$ cat config.mk
export PLATFORM = sky130hd
export DESIGN_NAME = set_assoc_cache_fifo_lookup_core
export DESIGN_NICKNAME = d
export VERILOG_FILES = /design/src/hw/rtl/sacf_pkg.sv /design/src/hw/rtl/sacf_ram.sv /design/src/hw/rtl/sacf_csr.sv /design/src/hw/rtl/set_assoc_cache_fifo_lookup_core.sv
export SDC_FILE = /design/constraint.sdc
export NUM_CORES = 2
export LEC_CHECK = 0
export BUFFER_PORTS_ARGS = -buffer_cell sky130_fd_sc_hd__buf_2
export CAP_MARGIN = 20
export CORE_ASPECT_RATIO = 1.1
export CORE_MARGIN = 3
export CORE_UTILIZATION = 42
export CTS_CLUSTER_DIAMETER = 150
export CTS_CLUSTER_SIZE = 24
export DETAILED_ROUTE_END_ITERATION = 6
export PLACE_DENSITY_LB_ADDON = 0.25
export SYNTH_ARGS = -nofsm -noshare
export SYNTH_HDL_FRONTEND = slang
export SYNTH_HIERARCHICAL = 1
export SYNTH_SLANG_ARGS = --single-unit
$ cat constraint.sdc
create_clock -name clock -period 22.2 [get_ports clock]
set_input_delay 4.44 -clock clock [delete_from_list [all_inputs] [get_ports clock]]
set_output_delay 4.44 -clock clock [all_outputs]
set_load 0.1 [all_outputs]
$ cat src/hw/rtl/sacf_pkg.sv
// Shared types and constants of the set-associative cache lookup core.
package sacf_pkg;

   // Widths fixed by the item and register formats.
   localparam int unsigned ADDR_W     = 32;
   localparam int unsigned COUNT_W    = 32;
   localparam int unsigned WAYS_W     = 2;
   localparam int unsigned CSR_ADDR_W = 3;
   localparam int unsigned CSR_DATA_W = 32;
   localparam int unsigned RSP_W      = 72;

   // Register index taken from byte address bit 2.
   localparam logic [0:0] REG_WAYS_LOG2 = 1'b0;

   // Saturation value of the running counters.
   localparam logic [COUNT_W-1:0] COUNT_MAX = '1;

   // Control states of the lookup core.
   typedef enum logic [2:0] {
      ST_CLEAR  = 3'b001,
      ST_IDLE   = 3'b010,
      ST_LOOKUP = 3'b100
   } state_type;

endpackage

$ cat src/hw/rtl/sacf_ram.sv
// Simple dual-port synchronous memory with a registered read port.
module sacf_ram #(
   parameter int unsigned WIDTH  = 8,
   parameter int unsigned DEPTH  = 16,
   parameter int unsigned ADDR_W = 4
) (
   input  logic              clock,
   input  logic              rd_en,
   input  logic [ADDR_W-1:0] rd_addr,
   output logic [WIDTH-1:0]  rd_data,
   input  logic              wr_en,
   input  logic [ADDR_W-1:0] wr_addr,
   input  logic [WIDTH-1:0]  wr_data
);

   logic [WIDTH-1:0] mem [DEPTH];
   logic [WIDTH-1:0] rd_data_ff;

   // Write port.
   always_ff @(posedge clock) begin
      if (wr_en) begin
         mem[wr_addr] <= wr_data;
      end
   end

   // Read port; the data holds until the next read.
   always_ff @(posedge clock) begin
      if (rd_en) begin
         rd_data_ff <= mem[rd_addr];
      end
   end

   assign rd_data = rd_data_ff;

endmodule

$ cat src/hw/rtl/sacf_csr.sv
// Configuration register block on the APB-style port.
module sacf_csr (
   input  logic                               clock,
   input  logic                               reset,
   input  logic                               csr_psel,
   input  logic                               csr_penable,
   input  logic                               csr_pwrite,
   input  logic [sacf_pkg::CSR_ADDR_W-1:0]    csr_paddr,
   input  logic [sacf_pkg::CSR_DATA_W-1:0]    csr_pwdata,
   output logic [sacf_pkg::CSR_DATA_W-1:0]    csr_prdata,
   output logic                               csr_pready,
   output logic [sacf_pkg::WAYS_W-1:0]        ways_log2
);

   logic [sacf_pkg::WAYS_W-1:0] ways_log2_ff;
   logic [sacf_pkg::WAYS_W-1:0] ways_log2_in;
   logic                        wr_hit;
   logic                        rd_hit;

   // Register decode on the word index.
   assign wr_hit = csr_psel && csr_penable && csr_pwrite &&
                   (csr_paddr[2] == sacf_pkg::REG_WAYS_LOG2);
   assign rd_hit = (csr_paddr[2] == sacf_pkg::REG_WAYS_LOG2);

   always_comb begin
      ways_log2_in = ways_log2_ff;
      if (wr_hit) begin
         ways_log2_in = csr_pwdata[sacf_pkg::WAYS_W-1:0];
      end
   end

   always_ff @(posedge clock) begin
      if (reset) begin
         ways_log2_ff <= '0;
      end else begin
         ways_log2_ff <= ways_log2_in;
      end
   end

   // Read-back and an always-ready slave.
   assign csr_prdata = rd_hit ? sacf_pkg::CSR_DATA_W'(ways_log2_ff) : '0;
   assign csr_pready = 1'b1;
   assign ways_log2  = ways_log2_ff;

endmodule

$ cat src/hw/rtl/set_assoc_cache_fifo_lookup_core.sv
// Top level: set-associative tag lookup with FIFO replacement and hit/miss counters.
//
//  channel  | direction | handshake              | payload
//  req_     | in        | req_tvalid/req_tready  | byte address
//  rsp_     | out       | rsp_tvalid/rsp_tready  | hit flag, hit count, miss count
//  csr_     | in        | psel/penable/pwrite    | associativity register
//
// The tag row and FIFO pointer of an item are read from their memories in the accept
// cycle, then compared and, on a miss, updated and written back in the lookup stage.
// One item is in flight at a time; the result register lets the next item be taken
// while an earlier result still waits. After reset a clearing pass zeroes the tag rows
// and pointers; no item is taken during it. A stalled result holds the lookup stage
// until the result register frees up.
// LINES and BLOCK_BYTES must be powers of two; the block itself does not enforce it.
module set_assoc_cache_fifo_lookup_core #(
   parameter int unsigned LINES       = 64,
   parameter int unsigned BLOCK_BYTES = 32,
   parameter int unsigned ADDR_BITS   = 32,
   parameter int unsigned MAX_WAYS    = 4
) (
   input  logic                             clock,
   input  logic                             reset,
   // tdata: byte_address[31:0]
   input  logic [sacf_pkg::ADDR_W-1:0]      req_tdata,
   input  logic                             req_tvalid,
   output logic                             req_tready,
   // tdata: hit[0], hit_count[32:1], miss_count[64:33], zero fill[71:65]
   output logic [sacf_pkg::RSP_W-1:0]       rsp_tdata,
   output logic                             rsp_tvalid,
   input  logic                             rsp_tready,
   input  logic                             csr_psel,
   input  logic                             csr_penable,
   input  logic                             csr_pwrite,
   input  logic [sacf_pkg::CSR_ADDR_W-1:0]  csr_paddr,
   input  logic [sacf_pkg::CSR_DATA_W-1:0]  csr_pwdata,
   output logic [sacf_pkg::CSR_DATA_W-1:0]  csr_prdata,
   output logic                             csr_pready
);

   // Geometry derived from the parameters.
   localparam int unsigned AW       = (ADDR_BITS < sacf_pkg::ADDR_W) ? ADDR_BITS
                                                                     : sacf_pkg::ADDR_W;
   localparam int unsigned OFF      = $clog2(BLOCK_BYTES + 1) - 1;
   localparam int unsigned LL       = $clog2(LINES + 1) - 1;
   localparam int unsigned WLM_RAW  = $clog2(MAX_WAYS + 1) - 1;
   localparam int unsigned WLM      = (WLM_RAW < LL) ? WLM_RAW : LL;
   localparam int unsigned LANES    = 1 << WLM;
   localparam int unsigned LANE_W   = (WLM > 0) ? WLM : 1;
   localparam int unsigned ROW_BITS = LL - WLM;
   localparam int unsigned ROWS     = 1 << ROW_BITS;
   localparam int unsigned ROW_W    = (ROW_BITS > 0) ? ROW_BITS : 1;
   localparam int unsigned LA_W     = AW - OFF;
   localparam int unsigned TAG_W    = (LA_W > ROW_BITS) ? (LA_W - ROW_BITS) : 1;
   localparam int unsigned LAX_W    = LA_W + LL;
   localparam int unsigned SB_W     = $clog2(LL + 1);
   localparam int unsigned ENTRY_W  = TAG_W + 1;
   localparam int unsigned ROW_DW   = LANES * ENTRY_W;
   localparam int unsigned PAD_W    = sacf_pkg::RSP_W - 1 - 2 * sacf_pkg::COUNT_W;
   localparam logic [LANE_W-1:0] LANE_MASK = LANE_W'(LANES - 1);

   // Control and datapath registers.
   sacf_pkg::state_type              state_ff, state_in;
   logic [LL-1:0]                    clr_ff, clr_in;
   logic [LL-1:0]                    set_ff;
   logic [TAG_W-1:0]                 tag_ff;
   logic                             out_valid_ff, out_valid_in;
   logic                             out_hit_ff;
   logic [sacf_pkg::COUNT_W-1:0]     hit_cnt_ff, hit_cnt_in;
   logic [sacf_pkg::COUNT_W-1:0]     miss_cnt_ff, miss_cnt_in;

   logic [sacf_pkg::WAYS_W-1:0]      ways_cfg;
   logic [sacf_pkg::WAYS_W-1:0]      wl;
   logic                             accept;
   logic                             done;

   // Accept-side address split.
   logic [LAX_W-1:0]                 la_ext;
   logic [LL-1:0]                    set_mask;
   logic [LL-1:0]                    set_acc;
   logic [SB_W-1:0]                  set_bits;
   logic [LAX_W-1:0]                 tag_full;
   logic [LL-1:0]                    line_acc;

   // Lookup-side signals.
   logic [LL-1:0]                    line_lk;
   logic [LANE_W-1:0]                lane_base;
   logic [LANE_W-1:0]                way_mask;
   logic [LANE_W-1:0]                ptr_cur;
   logic [LANE_W-1:0]                victim;
   logic [LANE_W-1:0]                ptr_next;
   logic [LANES-1:0][ENTRY_W-1:0]    row_rd;
   logic [LANES-1:0][ENTRY_W-1:0]    row_new;
   logic [LANES-1:0]                 lane_match;
   logic                             hit;

   // Memory ports.
   logic [ROW_W-1:0]                 tag_rd_addr;
   logic [ROW_DW-1:0]                tag_rd_data;
   logic                             tag_we;
   logic [ROW_W-1:0]                 tag_wr_addr;
   logic [ROW_DW-1:0]                tag_wr_data;
   logic [LANE_W-1:0]                ptr_rd_data;
   logic                             ptr_we;
   logic [LL-1:0]                    ptr_wr_addr;
   logic [LANE_W-1:0]                ptr_wr_data;

   // Configuration register.
   sacf_csr u_csr (
      .clock       (clock),
      .reset       (reset),
      .csr_psel    (csr_psel),
      .csr_penable (csr_penable),
      .csr_pwrite  (csr_pwrite),
      .csr_paddr   (csr_paddr),
      .csr_pwdata  (csr_pwdata),
      .csr_prdata  (csr_prdata),
      .csr_pready  (csr_pready),
      .ways_log2   (ways_cfg)
   );

   // Associativity saturated to what the geometry allows.
   assign wl = (ways_cfg > sacf_pkg::WAYS_W'(WLM)) ? sacf_pkg::WAYS_W'(WLM) : ways_cfg;

   // Handshake and completion of the lookup stage.
   assign req_tready = (state_ff == sacf_pkg::ST_IDLE);
   assign accept     = req_tvalid && req_tready;
   assign done       = (state_ff == sacf_pkg::ST_LOOKUP) && (!out_valid_ff || rsp_tready);

   // Split the address into set and tag under the current grouping.
   always_comb begin
      la_ext   = LAX_W'(req_tdata[AW-1:OFF]);
      set_mask = {LL{1'b1}} >> wl;
      set_acc  = la_ext[LL-1:0] & set_mask;
      set_bits = SB_W'(LL) - SB_W'(wl);
      tag_full = la_ext >> set_bits;
      line_acc = set_acc << wl;
   end

   assign tag_rd_addr = ROW_W'(line_acc >> WLM);

   always_ff @(posedge clock) begin
      if (accept) begin
         set_ff <= set_acc;
         tag_ff <= TAG_W'(tag_full);
      end
   end

   // Compare the ways of the set and pick the FIFO victim.
   always_comb begin
      line_lk   = set_ff << wl;
      lane_base = LANE_W'(line_lk) & LANE_MASK;
      way_mask  = ~({LANE_W{1'b1}} << wl) & LANE_MASK;
      row_rd    = tag_rd_data;
      for (int l = 0; l < LANES; l++) begin
         lane_match[l] = ((((LANE_W'(l) ^ lane_base) & ~way_mask) & LANE_MASK) == '0) &&
                         row_rd[l][TAG_W] && (row_rd[l][TAG_W-1:0] == tag_ff);
      end
      hit      = |lane_match;
      ptr_cur  = ptr_rd_data & way_mask;
      victim   = lane_base | ptr_cur;
      ptr_next = (ptr_cur + LANE_W'(1)) & way_mask;
      row_new  = row_rd;
      row_new[victim] = {1'b1, tag_ff};
   end

   // Write-back: the clearing pass, or the victim row and pointer on a miss.
   always_comb begin
      if (state_ff == sacf_pkg::ST_CLEAR) begin
         tag_we      = 1'b1;
         tag_wr_addr = ROW_W'(clr_ff >> WLM);
         tag_wr_data = '0;
         ptr_we      = 1'b1;
         ptr_wr_addr = clr_ff;
         ptr_wr_data = '0;
      end else begin
         tag_we      = done && !hit;
         tag_wr_addr = ROW_W'(line_lk >> WLM);
         tag_wr_data = row_new;
         ptr_we      = done && !hit;
         ptr_wr_addr = set_ff;
         ptr_wr_data = ptr_next;
      end
   end

   sacf_ram #(
      .WIDTH  (ROW_DW),
      .DEPTH  (ROWS),
      .ADDR_W (ROW_W)
   ) u_tag_ram (
      .clock   (clock),
      .rd_en   (accept),
      .rd_addr (tag_rd_addr),
      .rd_data (tag_rd_data),
      .wr_en   (tag_we),
      .wr_addr (tag_wr_addr),
      .wr_data (tag_wr_data)
   );

   sacf_ram #(
      .WIDTH  (LANE_W),
      .DEPTH  (LINES),
      .ADDR_W (LL)
   ) u_ptr_ram (
      .clock   (clock),
      .rd_en   (accept),
      .rd_addr (set_acc),
      .rd_data (ptr_rd_data),
      .wr_en   (ptr_we),
      .wr_addr (ptr_wr_addr),
      .wr_data (ptr_wr_data)
   );

   // Sequencer: clearing pass, idle, lookup.
   always_comb begin
      state_in = state_ff;
      clr_in   = clr_ff;
      unique case (state_ff)
         sacf_pkg::ST_CLEAR: begin
            clr_in = clr_ff + LL'(1);
            if (clr_ff == LL'(LINES - 1)) begin
               state_in = sacf_pkg::ST_IDLE;
            end
         end
         sacf_pkg::ST_IDLE: begin
            if (accept) begin
               state_in = sacf_pkg::ST_LOOKUP;
            end
         end
         sacf_pkg::ST_LOOKUP: begin
            if (done) begin
               state_in = sacf_pkg::ST_IDLE;
            end
         end
         default: begin
            state_in = sacf_pkg::ST_CLEAR;
         end
      endcase
   end

   // Saturating counters and the result register.
   always_comb begin
      hit_cnt_in   = hit_cnt_ff;
      miss_cnt_in  = miss_cnt_ff;
      out_valid_in = out_valid_ff && !rsp_tready;
      if (done) begin
         out_valid_in = 1'b1;
         if (hit) begin
            if (hit_cnt_ff != sacf_pkg::COUNT_MAX) begin
               hit_cnt_in = hit_cnt_ff + sacf_pkg::COUNT_W'(1);
            end
         end else begin
            if (miss_cnt_ff != sacf_pkg::COUNT_MAX) begin
               miss_cnt_in = miss_cnt_ff + sacf_pkg::COUNT_W'(1);
            end
         end
      end
   end

   always_ff @(posedge clock) begin
      if (reset) begin
         state_ff     <= sacf_pkg::ST_CLEAR;
         clr_ff       <= '0;
         out_valid_ff <= 1'b0;
         hit_cnt_ff   <= '0;
         miss_cnt_ff  <= '0;
      end else begin
         state_ff     <= state_in;
         clr_ff       <= clr_in;
         out_valid_ff <= out_valid_in;
         hit_cnt_ff   <= hit_cnt_in;
         miss_cnt_ff  <= miss_cnt_in;
      end
   end

   always_ff @(posedge clock) begin
      if (done) begin
         out_hit_ff <= hit;
      end
   end

   // The counters only move when a result is loaded, so they are read directly.
   assign rsp_tvalid = out_valid_ff;
   assign rsp_tdata  = {PAD_W'(0), miss_cnt_ff, hit_cnt_ff, out_hit_ff};

`ifndef SYNTH
   // An accepted item always moves on to the lookup stage.
   a_accept_to_lookup: assert property (@(posedge clock) disable iff (reset)
      accept |=> (state_ff == sacf_pkg::ST_LOOKUP))
      else $error("accepted item did not enter the lookup stage");

   // A hit never rewrites the tag row or the FIFO pointer.
   a_hit_no_write: assert property (@(posedge clock) disable iff (reset)
      (done && hit) |-> (!tag_we && !ptr_we))
      else $error("tag memory written on a hit");

   // Hit and miss counts never move together.
   a_one_counter: assert property (@(posedge clock) disable iff (reset)
      (hit_cnt_ff != $past(hit_cnt_ff)) |-> (miss_cnt_ff == $past(miss_cnt_ff)))
      else $error("hit and miss counters changed together");

   // Counters change only when a result is loaded.
   a_count_on_done: assert property (@(posedge clock) disable iff (reset)
      !done |=> ($stable(hit_cnt_ff) && $stable(miss_cnt_ff)))
      else $error("counter changed without a completed lookup");
`endif

endmodule
==> impl_metrics.csv <==
group,metric,value,unit
final_layout,nNetsFinal,4051,
final_layout,layout-drive-gt1-share,19.2,%
worst_setup_path,critical_path.endpoint_type,"output pin",
final_layout,n_antenna_cell,0,
route,wirelength,181000,um
floorplan,core,176000,um2
synthesis,synth_flop_cell,"edfxtp_1",
pwr,power.density,80.4,nW/um2
worst_setup_path,worstPathRequired,17.76,ns
route,vias,37400,
place,placedCellCount,6246,
floorplan,ios,181,
clock_network,path_clk_slew,0.10,ns
timing,clock.fmax,104,MHz
clock_network,cts_tree,"built",
timing,maxSlewHeadroom,19.5,%
pwr,p_leak,25.1,nW
route,drt-initial-drc-count,4139,
synthesis,synth_edf_count,1792,
clock_network,cts_buffers,87,
global_routing,grt_start_max_net_pins,128,
worst_setup_path,crit_type,"in2out",
floorplan,die_w,408,um
route,wl_met1,77800,um
floorplan,floorplan.die.height,449,um
worst_hold_path,hp-start,"miss_cnt_ff[27]",
worst_hold_path,hold_class,"reg2reg",
pwr,totalPowerFinal,6.45,mW
worst_hold_path,hold_path_end,"miss_cnt_ff[27]",
global_routing,grt_pass1_wl,263000,um
global_routing,antenna_found_initial,4,
worst_hold_path,min_path_cells,2,
global_routing,grt.total_usage,19.4,%
route,wl_per_cell,28.4,um
timing,hold_slack,0.495,ns
worst_setup_path,crit_fanout,3,
status,outcome,"complete, no violations",
timing,fin_crit,9.59,ns
timing,skew,0.0343,ns
place,io_buffers,105,
place,hpwl,92300,um
timing,finalSetupViolCount,0,
run,timing.max_cap.violations,0,
global_routing,grt_pass1_vias,37300,
clock_network,cts_root_buf,"clkbuf_16",
synthesis,yosysWarnings,6,
route,first_pass_iters,6,
clock_network,postCtsSetupBuffers,0,
timing,setup_tns,0,ns
route,ant_nets,0,
worst_setup_path,critPathLaunchType,"input pin",
timing,finalCritPeriodShare,43.2,%
timing,rsz0062_at_grt,"false",
clock_network,clock_path_buffers,3,
floorplan,die_area,183000,um2
floorplan,num_rows,161,
synthesis,ys_seq_area_share,73.9,%
clock_network,h-tree-depth,3,
synthesis,synth_cells,3946,
worst_setup_path,crit_arrival,5.15,ns
global_routing,gr-total-overflow,0,
clock_network,ctsHoldBuffers,0,
worst_setup_path,timing.rr.start,"set_ff[0]",
synthesis,syn-cell-area,74800,um2
final_layout,stdcell_count,6359,
place,gp_congestion,0.789,
clock_network,clock_latency,0.73,ns
pwr,peakVddDrop,0.0962,mV
synthesis,synth_seq_cells,1868,
worst_setup_path,r2r_slack,15.87,ns
timing,tightest_slew,1.21,ns
route,wl_met3,10600,um
route,wl_met2,88500,um
clock_network,clkSinkCount,1868,
synthesis,synth_cell_types,66,
worst_setup_path,reg2reg_depth,12,
route,drc,0,
synthesis,synthArstFlopShare,0,%
route,avgViaCountPerCell,5.88,
timing,slew_violations,0,
worst_setup_path,worstReg2RegEnd,"u_tag_ram/mem[3][77]",
floorplan,start_util,42.5,%
timing,hold_viol_final,0,
clock_network,ctsResizeCount,0,
route,top_layer_used,"met4",
synthesis,syn_avg_cell_area,19.0,um2
final_layout,area_delta_synth_final,7.20,%
-- synth_stat cells, drive strengths merged (42+ instances only) --
cell	n	area (um2)
nor2	263	987
mux2i	131	1320
a22oi	199	1500
nand2	190	713
xnor2	64	561
mux4	413	9300
nand4	56	350
clkbuf	101	379
buf	175	1150
nand3	52	260
dfxtp	76	1520
o21ai	44	220
nor3	42	210
nor2b	49	307
edfxtp	1792	53800
-- per-layer routing --
metal / up-vias / track usage, %
met3: 160 / 2.03
met4: 0 / 4.57
li1: 15800 / -
met5: - / 0
met1: 20200 / 27.8
met2: 1241 / 32.2
-- flip-flops by register name, summed over array words and instances (netlist names), 2 cells and up --
signal,flops
miss_cnt_ff,32
set_ff,6
hit_cnt_ff,32
u_tag_ram/mem,1536
u_ptr_ram/mem,128
u_tag_ram/rd_data,96
u_ptr_ram/rd_data,2
tag_ff,23
clr_ff,6
state_ff,3
u_csr/ways_log2,2
-- placed cells by master (no fill, tap or decap), types with 40 or more instances in the layout --
master,instances
edfxtp_1,1792
mux4_2,413
nor2_1,249
a22oi_1,198
nand2_1,190
mux2i_1,130
buf_2,104
clkbuf_16,90
dfxtp_1,74
buf_4,66
xnor2_1,64
nand4_1,56
nand3_1,51
nor2b_1,47
o21ai_0,40
-- layout make-up --
class | instances | area, um2
well taps | 2363 | 2960
multi-input cells | 1823 | 18300
clock inverters | 4 | 63.8
fillers | 15000 | 95800
flip-flops and latches | 1868 | 55300
inverters | 14 | 52.6
clock buffers | 107 | 2320
repair buffers | 180 | 1220
-- through the flow --
stage	util (%)	setup WS [ns]	cell area, um2
3_5_place_dp	44.2	12.61	77800
6_report	45.6	12.61	80200
5_1_grt	45.6	12.59	80200
3_3_place_gp	44.2	12.61	77800
2_1_floorplan	-	8.42	75000
4_1_cts	45.6	12.61	80200
-- worst max path at each step --
stage	from	endpoint	slack, ns	cells after the start
2_1_floorplan	req_tvalid	set_ff[0]	8.42	2
3_3_place_gp	csr_paddr[2]	csr_prdata[1]	12.61	3
3_5_place_dp	csr_paddr[2]	csr_prdata[1]	12.61	3
4_1_cts	csr_paddr[2]	csr_prdata[1]	12.61	3
5_1_grt	csr_paddr[2]	csr_prdata[1]	12.59	3
6_report	csr_paddr[2]	csr_prdata[1]	12.61	3
-- cells by family after synthesis --
logic type | Yosys count | synth area share (%)
xor+xnor | 93 | 1.09
mux | 584 | 14.8
buf+inv | 290 | 2.12
simple gates | 779 | 4.98
compound gates | 326 | 3.02
other cells | 3 | 0.0150
fa+ha+maj | 3 | 0.0502
flops | 1868 | 73.9
-- worst max-delay path, cell delays in order --
cell and delay (ns):
buf_2 0.11, and2b_2 0.19, buf_2 0.41
-- power by group --
group	internal (mW)	switching [mW]	total, mW
combinational	0.186	0.412	0.598
sequential	4.03	0.0265	4.06
clock	0.751	1.04	1.79
No activity file was read; power rests on OpenSTA's default activity.
